**config.mk**
```make
export PLATFORM = sky130hd
export DESIGN_NAME = stepper_trapezoid_ramp
export DESIGN_NICKNAME = d
export VERILOG_FILES = /design/src/rtl/stpr_pkg.sv /design/src/rtl/stepper_trapezoid_ramp.sv
export SDC_FILE = /design/constraint.sdc
export NUM_CORES = 1
export LEC_CHECK = 0
export BUFFER_PORTS_ARGS = -buffer_cell sky130_fd_sc_hd__buf_2
export CORE_MARGIN = 2
export CORE_UTILIZATION = 50
export CTS_BUF_LIST = sky130_fd_sc_hd__clkbuf_16
export DETAILED_ROUTE_END_ITERATION = 6
export PLACE_DENSITY = 0.67
export SLEW_MARGIN = 5
export SYNTH_ARGS = -nofsm -noshare
export SYNTH_HDL_FRONTEND = slang
export SYNTH_SLANG_ARGS = --single-unit
```
**constraint.sdc**
```tcl
create_clock -name aclk -period 19.4 [get_ports aclk]
set_clock_uncertainty 0.1 [all_clocks]
set_input_delay 3.88 -clock aclk [delete_from_list [all_inputs] [get_ports aclk]]
set_output_delay 3.88 -clock aclk [all_outputs]
set_load 0.02 [all_outputs]
```
**src/rtl/stpr_pkg.sv**
```systemverilog
// ============================================================================
// stpr_pkg
// Shared types and constants for the stepper trapezoid ramp generator.
// ============================================================================
`default_nettype none

package stpr_pkg;

    localparam int MOVE_W        = 25;
    localparam int RAMP_MAX_W    = 24;
    localparam int MULT_W        = 32;
    localparam int START_PER_W   = 32;
    localparam int OUT_PERIOD_W  = 32;
    localparam int CFG_DATA_W    = 32;
    localparam int CFG_IDX_W     = 2;
    localparam int DELTA_SHIFT   = 80;

    localparam logic KIND_START = 1'b0;
    localparam logic KIND_TICK  = 1'b1;

    localparam logic [CFG_IDX_W-1:0] REG_RAMP_STEPS_MAX  = 2'd0;
    localparam logic [CFG_IDX_W-1:0] REG_RAMP_MULTIPLIER = 2'd1;
    localparam logic [CFG_IDX_W-1:0] REG_START_PERIOD    = 2'd2;
    localparam logic [CFG_IDX_W-1:0] REG_DIR_INVERT      = 2'd3;

    typedef enum logic [2:0] {
        ST_IDLE,
        ST_CALC,
        ST_MUL1,
        ST_MUL2,
        ST_MUL3,
        ST_APPLY,
        ST_EMIT
    } state_t;

endpackage

`default_nettype wire

```
**src/rtl/stepper_trapezoid_ramp.sv**
```systemverilog
// ============================================================================
// stepper_trapezoid_ramp
// One axis of a trapezoidal stepper speed ramp. A start transaction loads a
// move; each tick transaction issues a step and updates the step period with
// p' = p -/+ M*p^3 / 2^80, computed by a serial-parallel shift-add multiplier.
// ============================================================================
//
//  channel | ports                                 | direction
//  --------+---------------------------------------+----------
//  s_      | s_valid s_ready s_kind s_move_steps   | in
//  m_      | m_valid m_ready m_step_pulse ...      | out
//  cfg_    | cfg_wr_en cfg_wr_index cfg_wr_data    | in
//
//  Start, idle or cruise tick: accept, then CALC and EMIT into the result register.
//  Ramp tick: CALC, then three passes of the one-bit-per-cycle
//  multiplier forming M*P*P*P (MUL1..MUL3), then APPLY and EMIT.
//  One transaction in flight; the next is accepted while a result waits.
//  Reset is synchronous; no clearing pass is needed.
//
`default_nettype none

module stepper_trapezoid_ramp #(
    parameter int STEP_BITS   = 24,
    parameter int PERIOD_BITS = 32
) (
    input  wire logic                                    aclk,
    input  wire logic                                    aresetn,

    input  wire logic                                    s_valid,
    output logic                                         s_ready,
    input  wire logic                                    s_kind,
    input  wire logic signed [stpr_pkg::MOVE_W-1:0]      s_move_steps,

    output logic                                         m_valid,
    input  wire logic                                    m_ready,
    output logic                                         m_step_pulse,
    output logic                                         m_direction,
    output logic [stpr_pkg::OUT_PERIOD_W-1:0]            m_next_period,
    output logic                                         m_moving,
    output logic                                         m_finished,

    input  wire logic                                    cfg_wr_en,
    input  wire logic [stpr_pkg::CFG_IDX_W-1:0]          cfg_wr_index,
    input  wire logic [stpr_pkg::CFG_DATA_W-1:0]         cfg_wr_data
);

    localparam int SB   = STEP_BITS;
    localparam int PB   = PERIOD_BITS;
    localparam int WM   = stpr_pkg::MULT_W + 2 * PB;
    localparam int WP   = WM + PB;
    localparam int WX   = (WP > stpr_pkg::DELTA_SHIFT + PB) ? WP
                                                            : stpr_pkg::DELTA_SHIFT + PB + 1;
    localparam int CW   = ((stpr_pkg::MOVE_W > SB) ? stpr_pkg::MOVE_W : SB) + 1;
    localparam int PCW  = ((stpr_pkg::START_PER_W > PB) ? stpr_pkg::START_PER_W : PB) + 1;
    localparam int EW   = (PB > stpr_pkg::OUT_PERIOD_W) ? PB : stpr_pkg::OUT_PERIOD_W;
    localparam int CNTW = $clog2(PB);

    // configuration
    logic [stpr_pkg::RAMP_MAX_W-1:0]  ramp_max_reg;
    logic [stpr_pkg::MULT_W-1:0]      mult_reg;
    logic [stpr_pkg::START_PER_W-1:0] start_per_reg;
    logic                             dir_inv_reg;

    // axis state
    logic [SB-1:0] goal_reg;
    logic [SB-1:0] done_reg;
    logic [SB-1:0] ramp_reg;
    logic [PB-1:0] period_reg;
    logic          busy_reg;
    logic          dir_reg;

    // transaction and control
    stpr_pkg::state_t state_reg, state_next;
    logic                              kind_reg;
    logic signed [stpr_pkg::MOVE_W-1:0] move_reg;
    logic                              decel_reg;
    logic                              res_pulse_reg;
    logic                              res_fin_reg;
    logic                              res_load_reg;

    // multiplier
    logic [WM-1:0]   mcand_reg;
    logic [WM-1:0]   acc_reg;
    logic [PB-1:0]   lo_reg;
    logic [CNTW-1:0] cnt_reg;

    logic m_valid_reg;

    // start decode
    logic                        neg;
    logic [stpr_pkg::MOVE_W-1:0] move_u;
    logic [stpr_pkg::MOVE_W-1:0] mag_raw;
    logic [CW-1:0]               mag_x;
    logic [CW-1:0]               rmax_x;
    logic [CW-1:0]               step_max_x;
    logic [SB-1:0]               mag_sat;
    logic [SB-1:0]               rmax_sat;
    logic [SB-1:0]               half_mag;
    logic [SB-1:0]               ramp_start;
    logic                        dir_start;
    logic [PCW-1:0]              sp_x;
    logic [PCW-1:0]              per_max_x;
    logic [PB-1:0]               sp_sat;

    // tick decode
    logic [SB-1:0] done_inc;
    logic          decel_hit;
    logic          accel_hit;
    logic          calc_mul;

    // multiplier datapath
    logic [WM-1:0] pp;
    logic [WM:0]   sum;
    logic [WP-1:0] prod_next;
    logic          mul_last;

    // period update
    logic [WX-1:0] prod_x;
    logic [WX-1:0] dsh;
    logic [PB-1:0] delta;
    logic [PB:0]   per_sum;
    logic [PB-1:0] per_up;
    logic [PB-1:0] per_down;
    logic [EW-1:0] per_e;

    logic out_load;

    // ------------------------------------------------------------------
    // Combinational datapath
    // ------------------------------------------------------------------
    always_comb begin
        neg        = move_reg[stpr_pkg::MOVE_W-1];
        move_u     = $unsigned(move_reg);
        mag_raw    = neg ? (~move_u + stpr_pkg::MOVE_W'(1)) : move_u;
        mag_x      = CW'(mag_raw);
        rmax_x     = CW'(ramp_max_reg);
        step_max_x = CW'({SB{1'b1}});
        mag_sat    = (mag_x > step_max_x) ? {SB{1'b1}} : mag_x[SB-1:0];
        rmax_sat   = (rmax_x > step_max_x) ? {SB{1'b1}} : rmax_x[SB-1:0];
        half_mag   = mag_sat >> 1;
        ramp_start = (rmax_sat > half_mag) ? half_mag : rmax_sat;
        dir_start  = (!neg && (mag_raw != '0)) ? dir_inv_reg : ~dir_inv_reg;
        sp_x       = PCW'(start_per_reg);
        per_max_x  = PCW'({PB{1'b1}});
        if (start_per_reg == '0) begin
            sp_sat = PB'(1);
        end else if (sp_x > per_max_x) begin
            sp_sat = {PB{1'b1}};
        end else begin
            sp_sat = sp_x[PB-1:0];
        end
    end

    always_comb begin
        done_inc  = done_reg + SB'(1);
        decel_hit = (done_inc >= (goal_reg - ramp_reg));
        accel_hit = (done_inc < ramp_reg);
        calc_mul  = (kind_reg == stpr_pkg::KIND_TICK) && busy_reg &&
                    (done_reg < goal_reg) && (decel_hit || accel_hit);
    end

    always_comb begin
        pp        = lo_reg[0] ? mcand_reg : '0;
        sum       = {1'b0, acc_reg} + {1'b0, pp};
        prod_next = {sum, lo_reg[PB-1:1]};
        mul_last  = (cnt_reg == CNTW'(PB - 1));
    end

    always_comb begin
        prod_x   = WX'({acc_reg, lo_reg});
        dsh      = prod_x >> stpr_pkg::DELTA_SHIFT;
        delta    = (|dsh[WX-1:PB]) ? {PB{1'b1}} : dsh[PB-1:0];
        per_sum  = {1'b0, period_reg} + {1'b0, delta};
        per_up   = per_sum[PB] ? {PB{1'b1}} : per_sum[PB-1:0];
        per_down = (delta >= period_reg) ? PB'(1) : (period_reg - delta);
        per_e    = EW'(period_reg);
    end

    // ------------------------------------------------------------------
    // State machine
    // ------------------------------------------------------------------
    always_comb begin
        state_next = state_reg;
        unique case (state_reg)
            stpr_pkg::ST_IDLE: begin
                if (s_valid) begin
                    state_next = stpr_pkg::ST_CALC;
                end
            end
            stpr_pkg::ST_CALC: begin
                state_next = calc_mul ? stpr_pkg::ST_MUL1 : stpr_pkg::ST_EMIT;
            end
            stpr_pkg::ST_MUL1: begin
                if (mul_last) begin
                    state_next = stpr_pkg::ST_MUL2;
                end
            end
            stpr_pkg::ST_MUL2: begin
                if (mul_last) begin
                    state_next = stpr_pkg::ST_MUL3;
                end
            end
            stpr_pkg::ST_MUL3: begin
                if (mul_last) begin
                    state_next = stpr_pkg::ST_APPLY;
                end
            end
            stpr_pkg::ST_APPLY: begin
                state_next = stpr_pkg::ST_EMIT;
            end
            stpr_pkg::ST_EMIT: begin
                if (!m_valid_reg || m_ready) begin
                    state_next = stpr_pkg::ST_IDLE;
                end
            end
            default: begin
                state_next = stpr_pkg::ST_IDLE;
            end
        endcase
    end

    always_comb begin
        s_ready  = (state_reg == stpr_pkg::ST_IDLE);
        out_load = (state_reg == stpr_pkg::ST_EMIT) && (!m_valid_reg || m_ready);
    end

    // ------------------------------------------------------------------
    // Control and axis state
    // ------------------------------------------------------------------
    always_ff @(posedge aclk) begin
        if (!aresetn) begin
            state_reg     <= stpr_pkg::ST_IDLE;
            ramp_max_reg  <= '0;
            mult_reg      <= '0;
            start_per_reg <= stpr_pkg::START_PER_W'(1);
            dir_inv_reg   <= 1'b0;
            goal_reg      <= '0;
            done_reg      <= '0;
            ramp_reg      <= '0;
            period_reg    <= '0;
            busy_reg      <= 1'b0;
            dir_reg       <= 1'b0;
            m_valid_reg   <= 1'b0;
            res_pulse_reg <= 1'b0;
            res_fin_reg   <= 1'b0;
            res_load_reg  <= 1'b0;
            decel_reg     <= 1'b0;
        end else begin
            state_reg <= state_next;

            if (cfg_wr_en) begin
                unique case (cfg_wr_index)
                    stpr_pkg::REG_RAMP_STEPS_MAX:
                        ramp_max_reg <= cfg_wr_data[stpr_pkg::RAMP_MAX_W-1:0];
                    stpr_pkg::REG_RAMP_MULTIPLIER:
                        mult_reg <= cfg_wr_data[stpr_pkg::MULT_W-1:0];
                    stpr_pkg::REG_START_PERIOD:
                        start_per_reg <= cfg_wr_data[stpr_pkg::START_PER_W-1:0];
                    stpr_pkg::REG_DIR_INVERT:
                        dir_inv_reg <= cfg_wr_data[0];
                    default: begin
                    end
                endcase
            end

            if (state_reg == stpr_pkg::ST_CALC) begin
                res_pulse_reg <= 1'b0;
                res_fin_reg   <= 1'b0;
                res_load_reg  <= 1'b0;
                decel_reg     <= decel_hit;
                if (kind_reg == stpr_pkg::KIND_START) begin
                    dir_reg      <= dir_start;
                    goal_reg     <= mag_sat;
                    ramp_reg     <= ramp_start;
                    period_reg   <= sp_sat;
                    done_reg     <= '0;
                    busy_reg     <= 1'b1;
                    res_load_reg <= 1'b1;
                end else if (busy_reg) begin
                    if (done_reg < goal_reg) begin
                        done_reg      <= done_inc;
                        res_pulse_reg <= 1'b1;
                        res_load_reg  <= 1'b1;
                    end else begin
                        busy_reg    <= 1'b0;
                        done_reg    <= '0;
                        res_fin_reg <= 1'b1;
                    end
                end
            end

            if (state_reg == stpr_pkg::ST_APPLY) begin
                period_reg <= decel_reg ? per_up : per_down;
            end

            if (out_load) begin
                m_valid_reg <= 1'b1;
            end else if (m_ready) begin
                m_valid_reg <= 1'b0;
            end
        end
    end

    // ------------------------------------------------------------------
    // Payload: input capture, multiplier, result register
    // ------------------------------------------------------------------
    always_ff @(posedge aclk) begin
        if (s_valid && s_ready) begin
            kind_reg <= s_kind;
            move_reg <= s_move_steps;
        end

        unique case (state_reg)
            stpr_pkg::ST_CALC: begin
                mcand_reg <= WM'(mult_reg);
                acc_reg   <= '0;
                lo_reg    <= period_reg;
                cnt_reg   <= '0;
            end
            stpr_pkg::ST_MUL1, stpr_pkg::ST_MUL2: begin
                if (mul_last) begin
                    mcand_reg <= prod_next[WM-1:0];
                    acc_reg   <= '0;
                    lo_reg    <= period_reg;
                    cnt_reg   <= '0;
                end else begin
                    acc_reg <= sum[WM:1];
                    lo_reg  <= {sum[0], lo_reg[PB-1:1]};
                    cnt_reg <= cnt_reg + CNTW'(1);
                end
            end
            stpr_pkg::ST_MUL3: begin
                acc_reg <= sum[WM:1];
                lo_reg  <= {sum[0], lo_reg[PB-1:1]};
                cnt_reg <= cnt_reg + CNTW'(1);
            end
            default: begin
            end
        endcase

        if (out_load) begin
            m_step_pulse  <= res_pulse_reg;
            m_direction   <= dir_reg;
            m_next_period <= res_load_reg ? per_e[stpr_pkg::OUT_PERIOD_W-1:0] : '0;
            m_moving      <= busy_reg;
            m_finished    <= res_fin_reg;
        end
    end

    assign m_valid = m_valid_reg;

endmodule

`default_nettype wire

```
After elaboration in Yosys (flattened, before gate mapping)
Cells that the tools add are included.

operators by class
  bitwise operators = 3
  eq/ne operators = 18
  reduce and logical (&&, ||, !) cells = 29
  multiplexer cells = 40
  $add $sub $neg = 7
  order comparisons = 6

operators with widths
  operator                 count
  $mux W32                 9
  $mux W96                 3
  $pmux W96 S3             1
  $pmux W96 S2             1
  $mux W24                 5
  $add A96 B96 Y97         1
  $pmux W32 S3             1
  $lt A24 B24 Y1           2
  $add A32 B32 Y33         1
  $ge A32 B32 Y1           1
  $logic_not A32 Y1        1
  $sub A32 B32 Y32         1
  $add A25 B1 Y25 const B  1
  $gt A25 B24 Y1 const B   1
  $mux W25                 1
  $not A25 Y25             1
  $reduce_bool A25 Y1      1
  $add A24 B1 Y24 const B  1
  $ge A24 B24 Y1           1
  $gt A24 B23 Y1           1
  $sub A24 B24 Y24         1
  $pmux W3 S7              1
  $mux W3                  6
  $reduce_and A2 Y1        8
  23 further kinds         52

storage, ports and cells
  word-level logic and storage cells = 129
  output and inout port bits = 38
  register bits after elaboration = 493

Logic depth before layout (Yosys ltp)
Gate-level depths: netlist (run 1).

  depth after elaboration = 7
  mapped depth = 21
  gate-level depth less buffers = 21

Least setup slack after synthesis (run 1)
OpenSTA, ideal clock, no wires.

  kind = register to register
  start = reg state_reg[2]
  end = reg acc_reg[0], enable pin
  buffers on the path = 2
  setup slack = 12076 ps
  setup time = 630 ps
  cell stages (with the launch flop) = 5
  arrival time = 6594 ps
  cells stage by stage = dfxtp_1 clkbuf_1 clkbuf_1 nor3_1 nor2_1

between the ends
  longest elaborated chain between the ends = 3
  elaborated cells between the ends (all ways) = 6
  those cells by class = 4 x eq/ne; 2 x reduce/logical

RTL lines
  element                                line                           RTL
  from (decl)                            stepper_trapezoid_ramp.sv:73   stpr_pkg::state_t state_reg, state_next;
  from (signal assigned)                 stepper_trapezoid_ramp.sv:232  state_reg <= stpr_pkg::ST_IDLE;
  from (signal assigned)                 stepper_trapezoid_ramp.sv:249  state_reg <= state_next;
  $eq A3 B2 Y1                           stepper_trapezoid_ramp.sv:313  unique case (state_reg)
  $reduce_or A2 Y1                       stepper_trapezoid_ramp.sv:313
  $reduce_bool A3 Y1 (no source line) *  -
  to (signal assigned)                   stepper_trapezoid_ramp.sv:327  acc_reg <= sum[WM:1];
  to (signal assigned)                   stepper_trapezoid_ramp.sv:333  acc_reg <= sum[WM:1];
  to (decl)                              stepper_trapezoid_ramp.sv:83   logic [WM-1:0] acc_reg;

Mark *: on every way between the ends. The rest lies on a longest branch, timed or not.
A chain may end at the register's enable or synchronous reset.

Worst setup path after layout (run 1)
  start = reg state_reg[2]
  end = out s_ready

between the ends
  longest elaborated chain between the ends = 1

RTL lines
  element           line                           RTL
  $logic_not A3 Y1  stepper_trapezoid_ramp.sv:223  s_ready = (state_reg == stpr_pkg::ST_IDLE);
  to (decl)         stepper_trapezoid_ramp.sv:30   output logic s_ready,

No other way between the ends.

==> results.py, run 1 <==
metrics = {
    "detailed_routing": {
        "antenna_left": 0,
        "vias": 29000,
        "drt-vias-per-instance": 5.99,
        "wirelength_mm": 102,
        "routedWlPerCell_um": 21.1,
        "dr.pass1.iters": 7,
        "first_iter_violations": 2734,
        "drc_errors": 8,
    },
    "clock_tree": {
        "post_cts_resize_count": 0,
        "cts_sinks": 493,
        "cts_root_buf": "clkbuf_16",
        "postCtsSetupBuffers": 0,
        "cts_tree": "yes",
        "cts_hold_buf": 0,
        "path_clk_slew_ps": 70,
        "numCtsBuffers": 56,
        "clk_latency_ps": 650,
        "clockBufferDepth": 3,
        "cts_max_level": 2,
    },
    "sta": {
        "period_needed_ps": 5960,
        "drv_slew": 0,
        "maxSlewHeadroom": 0.288,
        "hold_violations": 0,
        "fin_setup_tns_ps": 0,
        "max_slew.worst_pin.slew_ps": 1070,
        "fmax_mhz": 168,
        "finalCritPeriodShare": 0.307,
        "rsz0062_at_grt": "no",
        "setup_viol": 0,
    },
    "power_and_ir_drop": {
        "p_int_uw": 2460,
        "p_leak_uw": 0.0153,
        "seqPwrFrac": 0.348,
        "p_sw_uw": 1560,
        "comb_power_share": 0.373,
        "p_clk_frac": 0.279,
        "ir_worst_vdd_uv": 94.9,
        "p_sw_frac": 0.387,
        "powerDensity_mw_per_mm2": 109,
    },
    "synthesis": {
        "yosysWarnings": 0,
        "synth.distinct_cells": 79,
        "yosysMostFrequentCell": "nand2_1",
        "ys.flop_type": "edfxtp_1",
        "syn_area_mm2": 0.0339,
        "ys_top_cells_by_area": "edfxtp_1, dfxtp_1, ha_1, nand2_1, a21oi_1",
        "syn_area_per_cell_um2": 8.56,
        "synth_top_area_share": 0.258,
        "syn_nets": 4310,
        "synth_edf_count": 291,
        "synth-seq-area-share": 0.377,
        "synthArstFlopShare": 0,
        "synth_area_leader_cell": "edfxtp_1",
        "yosys-top-cells-count": "nand2_1, nor2_1, edfxtp_1",
        "ys_ff_latch": 493,
        "syn_inst": 3961,
    },
    "outcome": {
        "violations": "design-rule violations",
        "status": "complete, but fails checks",
    },
    "floorplan": {
        "core_mm2": 0.0672,
        "start_util": 0.505,
        "die_h_um": 264,
        "die_x_um": 264,
        "io_pins": 103,
        "die_area_mm2": 0.0699,
        "rows": 95,
    },
    "critical_path": {
        "crit_required_ps": 15420,
        "slowest_stage": "nor3_1",
        "worstPathCellList": "buf_4 > nor3_1 > buf_2",
        "path_class": "reg -> out",
        "arrival_ps": 1980,
        "crit_path_start": "state_reg[2]",
        "slowest_delay_ps": 570,
        "crit_path_end_kind": "output port",
        "cp-start-kind": "flop",
        "r2r_start": "acc_reg[90]",
        "worstPathMaxFanout": 20,
        "crit_family": "simple AND/OR/NAND/NOR gates",
        "critical_path_buf_inv_count": 2,
    },
    "global_route": {
        "grt.overflow.total": 0,
        "grtUsageTotal": 0.288,
        "antenna_found_initial": 0,
        "grt_pass1_wl_mm": 159,
        "grt_pass1_vias": 27400,
        "grt_start_max_net_pins": 97,
    },
    "finish": {
        "area_growth_syn_to_layout_pct": 8.84,
        "fin_area_mm2": 0.0369,
        "layout.nets": 4269,
        "antennaDiodeCount": 0,
        "final_layout_size_suffix_gt1_frac": 0.0817,
    },
    "placement": {
        "gp_congestion": 0.970,
        "hpwl_mm": 76.1,
        "placed_area_mm2": 0.0349,
        "io_buffer_count": 102,
    },
    "worst_hold_path": {
        "min-delay-start": "dir_reg",
        "hold_class": "reg -> reg",
    },
    "flow_run": {
        "maxCapViolations": 0,
    },
}
==> cell families after synthesis <==
group           share of synthesized area
simple gates                        0.220
compound gates                      0.201
flops                               0.377
buf+inv                            0.0433
fa+ha+maj                           0.106
xor+xnor                           0.0405
mux                                0.0128
==> power groups by stage <==
stage	combinational (µW)	sequential, µW	clock (µW)
2_1_floorplan	1090	1380	0
3_3_place_gp	1470	1420	0
3_5_place_dp	1470	1420	0
4_1_cts	1480	1400	1140
5_1_grt	1650	1410	1180
6_report	1500	1400	1120
==> cells in the final DEF (no fill, tap or decap), types with 11 or more instances in the layout <==
cell / n
a31oi_1: 38
o21a_1: 46
nand4_1: 66
nor3b_1: 12
and2_1: 172
o211ai_1: 47
o31ai_1: 24
nor2_1: 302
mux2_2: 27
ha_1: 280
clkinv_1: 12
a211oi_1: 21
o21bai_1: 43
xnor2_1: 95
mux2i_1: 13
nand3_1: 107
and3_1: 34
a21o_1: 115
clkbuf_16: 60
a21oi_1: 267
or3_1: 13
or2_2: 48
a21boi_0: 103
inv_1: 163
nor2b_1: 42
nand3b_1: 23
dfxtp_1: 202
nand2_1: 563
nor4_1: 26
buf_2: 101
nand2b_1: 25
buf_4: 30
a22oi_1: 17
o21ai_0: 181
edfxtp_1: 291
a2111oi_0: 11
xor2_1: 62
o211a_1: 22
nor3_1: 89
==> path summary, 6_finish.rpt <==
| check | end | slack (ps) | cells past startpoint |
|---|---|---|---|
| worst max-delay path | s_ready | 13440 | 3 |
| worst min register to register | m_direction | 340 | 0 |
| worst min-delay path | m_direction | 340 | 0 |
| worst max register to register | per_e[26] | 13540 | 15 |
==> routing by layer <==
metal  GRT usage  routed length (µm)  up-vias
met4       0.119                4490        0
met1       0.387               44000    13700
li1            -                   -    14100
met2       0.473               47300     1016
met3      0.0307                6390      185
met5           0                   0        -
==> area by class of cell <==
type                       count  area, µm²
clock buffer                  60       1500
timing repair buffer         131        731
sequential                   493      12800
tap                          873       1090
inverter                     159        597
multi-input combinational   3079      19700
clock inverter                46        465
fill                        6209      30200
==> metrics by stage <==
stage	power [µW]	utilization	worst slack (ps)	hold WS [ps]	std cells
finish	4020	0.550	13440	337	4841
global route	4240	0.550	13020	344	4841
CTS	4020	0.550	13360	337	4841
detailed placement	2890	0.520	12950	321	4735
global placement	2890	0.520	12990	322	4735
floorplan	2470	-	12080	306	3961
Power figures use the tool's default switching activity.
==> run 2, diff against run 1 <==
ABC_AREA = 1   (was default)
PLACE_DENSITY = 0.7   (was 0.67)
clock period = 5.35 ns   (was 19.4 ns; I/O delays follow)
==> results.py, run 2 <==
metrics = {
    "outcome": {
        "status": "complete, but fails checks",
        "violations": "design-rule violations",
    },
    "synthesis": {
        "synth-seq-area-share": 0.351,
        "synth_area_leader_cell": "edfxtp_1",
        "synth_edf_count": 291,
        "synth_top_area_share": 0.240,
        "synthArstFlopShare": 0,
        "ys.flop_type": "edfxtp_1",
        "syn_area_per_cell_um2": 7.06,
        "syn_area_mm2": 0.0364,
        "yosysWarnings": 0,
        "syn_nets": 5513,
        "yosysMostFrequentCell": "nand2_1",
        "ys_top_cells_by_area": "edfxtp_1, nand2_1, dfxtp_1, ha_1, nor2_1",
        "syn_inst": 5164,
        "yosys-top-cells-count": "nand2_1, nor2_1, inv_1",
        "synth.distinct_cells": 62,
        "ys_ff_latch": 493,
    },
    "critical_path": {
        "path_class": "reg -> reg",
        "cp-start-kind": "flop",
        "r2r_slack_ps": 520,
        "arrival_ps": 5210,
        "crit_top_cell": "nand2_1",
        "crit_path_end_kind": "flop",
        "worstPathMaxFanout": 16,
        "slowest_delay_ps": 570,
        "crit_required_ps": 5730,
        "worstPathCellList": "nor4_1 > nand4_1 > or2_2 > ha_1 > fa_1 > nand3_1 > nand3_2 > nand2_1 > nand3_2 > nand2_1 > nand2_2 > a21oi_4 > nand3_1 > nand2_1 > nand3_1 > nand2_1 > a21oi_1",
        "slowest_stage": "nand4_1",
    },
    "floorplan": {
        "rows": 98,
        "die_h_um": 274,
        "io_pins": 103,
        "die_x_um": 274,
        "start_util": 0.507,
        "core_mm2": 0.0719,
        "die_area_mm2": 0.0751,
    },
    "clock_tree": {
        "cts_max_level": 2,
        "path_clk_slew_ps": 60,
        "clk_latency_ps": 680,
        "cts_sinks": 493,
        "cts_root_buf": "clkbuf_16",
        "clockBufferDepth": 3,
        "cts_tree": "yes",
        "post_cts_resize_count": 0,
        "cts_hold_buf": 0,
        "postCtsSetupBuffers": 0,
        "numCtsBuffers": 56,
    },
    "detailed_routing": {
        "drc_errors": 1,
        "wl_met3_mm": 10.8,
        "routedWlPerCell_um": 23.0,
        "vias": 35600,
        "wl_met2_mm": 65.2,
        "highest-signal-layer": "met4",
        "dr.pass1.iters": 7,
        "first_iter_violations": 3896,
        "drt-vias-per-instance": 5.72,
        "wirelength_mm": 143,
        "wl_met1_mm": 58.5,
        "antenna_left": 0,
    },
    "sta": {
        "max_slew.worst_pin.slew_ps": 1100,
        "maxSlewHeadroom": 0.265,
        "fin_setup_tns_ps": 0,
        "fmax_mhz": 207,
        "finalCritPeriodShare": 0.902,
        "drv_slew": 0,
        "period_needed_ps": 4830,
        "hold_ws_ps": 332,
        "hold_violations": 0,
        "setup_viol": 0,
        "rsz0062_at_grt": "no",
    },
    "worst_hold_path": {
        "hold_class": "reg -> reg",
    },
    "finish": {
        "layout.nets": 5564,
        "post-route-util": 0.555,
        "final_layout_size_suffix_gt1_frac": 0.0692,
        "nFillCells": 7135,
        "mostFrequentLayoutCells": "nand2_1, nor2_1, inv_1, a21oi_1, o21ai_0",
        "instances_no_fill": 6214,
        "area_growth_syn_to_layout_pct": 9.41,
        "layout_commonest_cell": "nand2_1",
    },
    "power_and_ir_drop": {
        "power_uw": 24900,
        "powerDensity_mw_per_mm2": 624,
        "ir_worst_vdd_uv": 400,
        "p_leak_uw": 0.0178,
    },
    "placement": {
        "dpl.cell_count": 6107,
        "gp_congestion": 1.06,
        "hpwl_mm": 115,
        "io_buffer_count": 102,
    },
    "global_route": {
        "grt_start_max_net_pins": 97,
        "antenna_found_initial": 5,
        "grtUsageTotal": 0.376,
        "grt_pass1_wl_mm": 210,
        "grt.overflow.total": 0,
        "grt_pass1_vias": 33700,
    },
    "flow_run": {
        "maxCapViolations": 0,
    },
}
## run 2: changes by cell type in the layout (fill, tap and decap cells not counted), sizes merged, moves of 44 or more
cell,before,now
inv,166,729
nand2,564,1108
nor2,306,829
o21ai,188,421
a21oi,268,489
and2,173,2
nand3,107,222
a21o,115,18
a21boi,103,18
nor2b,44,0
or2,48,4
## run 2: routing by layer
metal,track usage,up-vias
met4,0.184,0
li1,-,17000
met2,0.619,1572
met1,0.489,16600
met3,0.0442,313
met5,0,-
## run 2: power by group
part           leakage, µW  total, µW  internal [µW]  switching (µW)
clock              0.00102       4260           2460            1810
sequential         0.00447       6480           5590             888
combinational       0.0123      14100           4050           10100
total               0.0178      24900          12100           12800
## run 2: layout make-up
cell class	count	area, µm²	area share
inverter	722	2730	0.0684
sequential	493	12800	0.321
tap	950	1190	0.0298
clock buffer	59	1480	0.0370
timing repair buffer	138	831	0.0208
clock inverter	47	553	0.0139
multi-input combinational	3804	20300	0.509
antenna	1	2.50	0.0000628
## run 2: logic make-up after synthesis
group           share of synthesized area
simple gates                        0.262
compound gates                      0.155
buf+inv                            0.0931
flops                               0.351
fa+ha+maj                          0.0983
xor+xnor                           0.0346
mux                               0.00649
## run 2: final timing paths
path / start / to / cells past startpoint
worst min register to register: dir_reg / m_direction / 0
worst min-delay path: dir_reg / m_direction / 0
worst max-delay path: acc_reg[80] / per_e[27] / 17
worst max register to register: acc_reg[80] / per_e[27] / 17
## run 2: metrics by stage
step | area, µm² | worst slack [ps]
3_5_place_dp | 37800 | 768
6_report | 39900 | 523
4_1_cts | 39900 | 799
5_1_grt | 39900 | 423
3_3_place_gp | 37800 | 826
2_1_floorplan | 36400 | 1050
## run 2: critical path: cells and delay by family, from the launching register on
family                     cells  cell delay [ps]
AOI/OAI and AO/OA              2              640
adders and majority gates      2              690
DFF                            1              420
and+or+nand+nor               13             2830
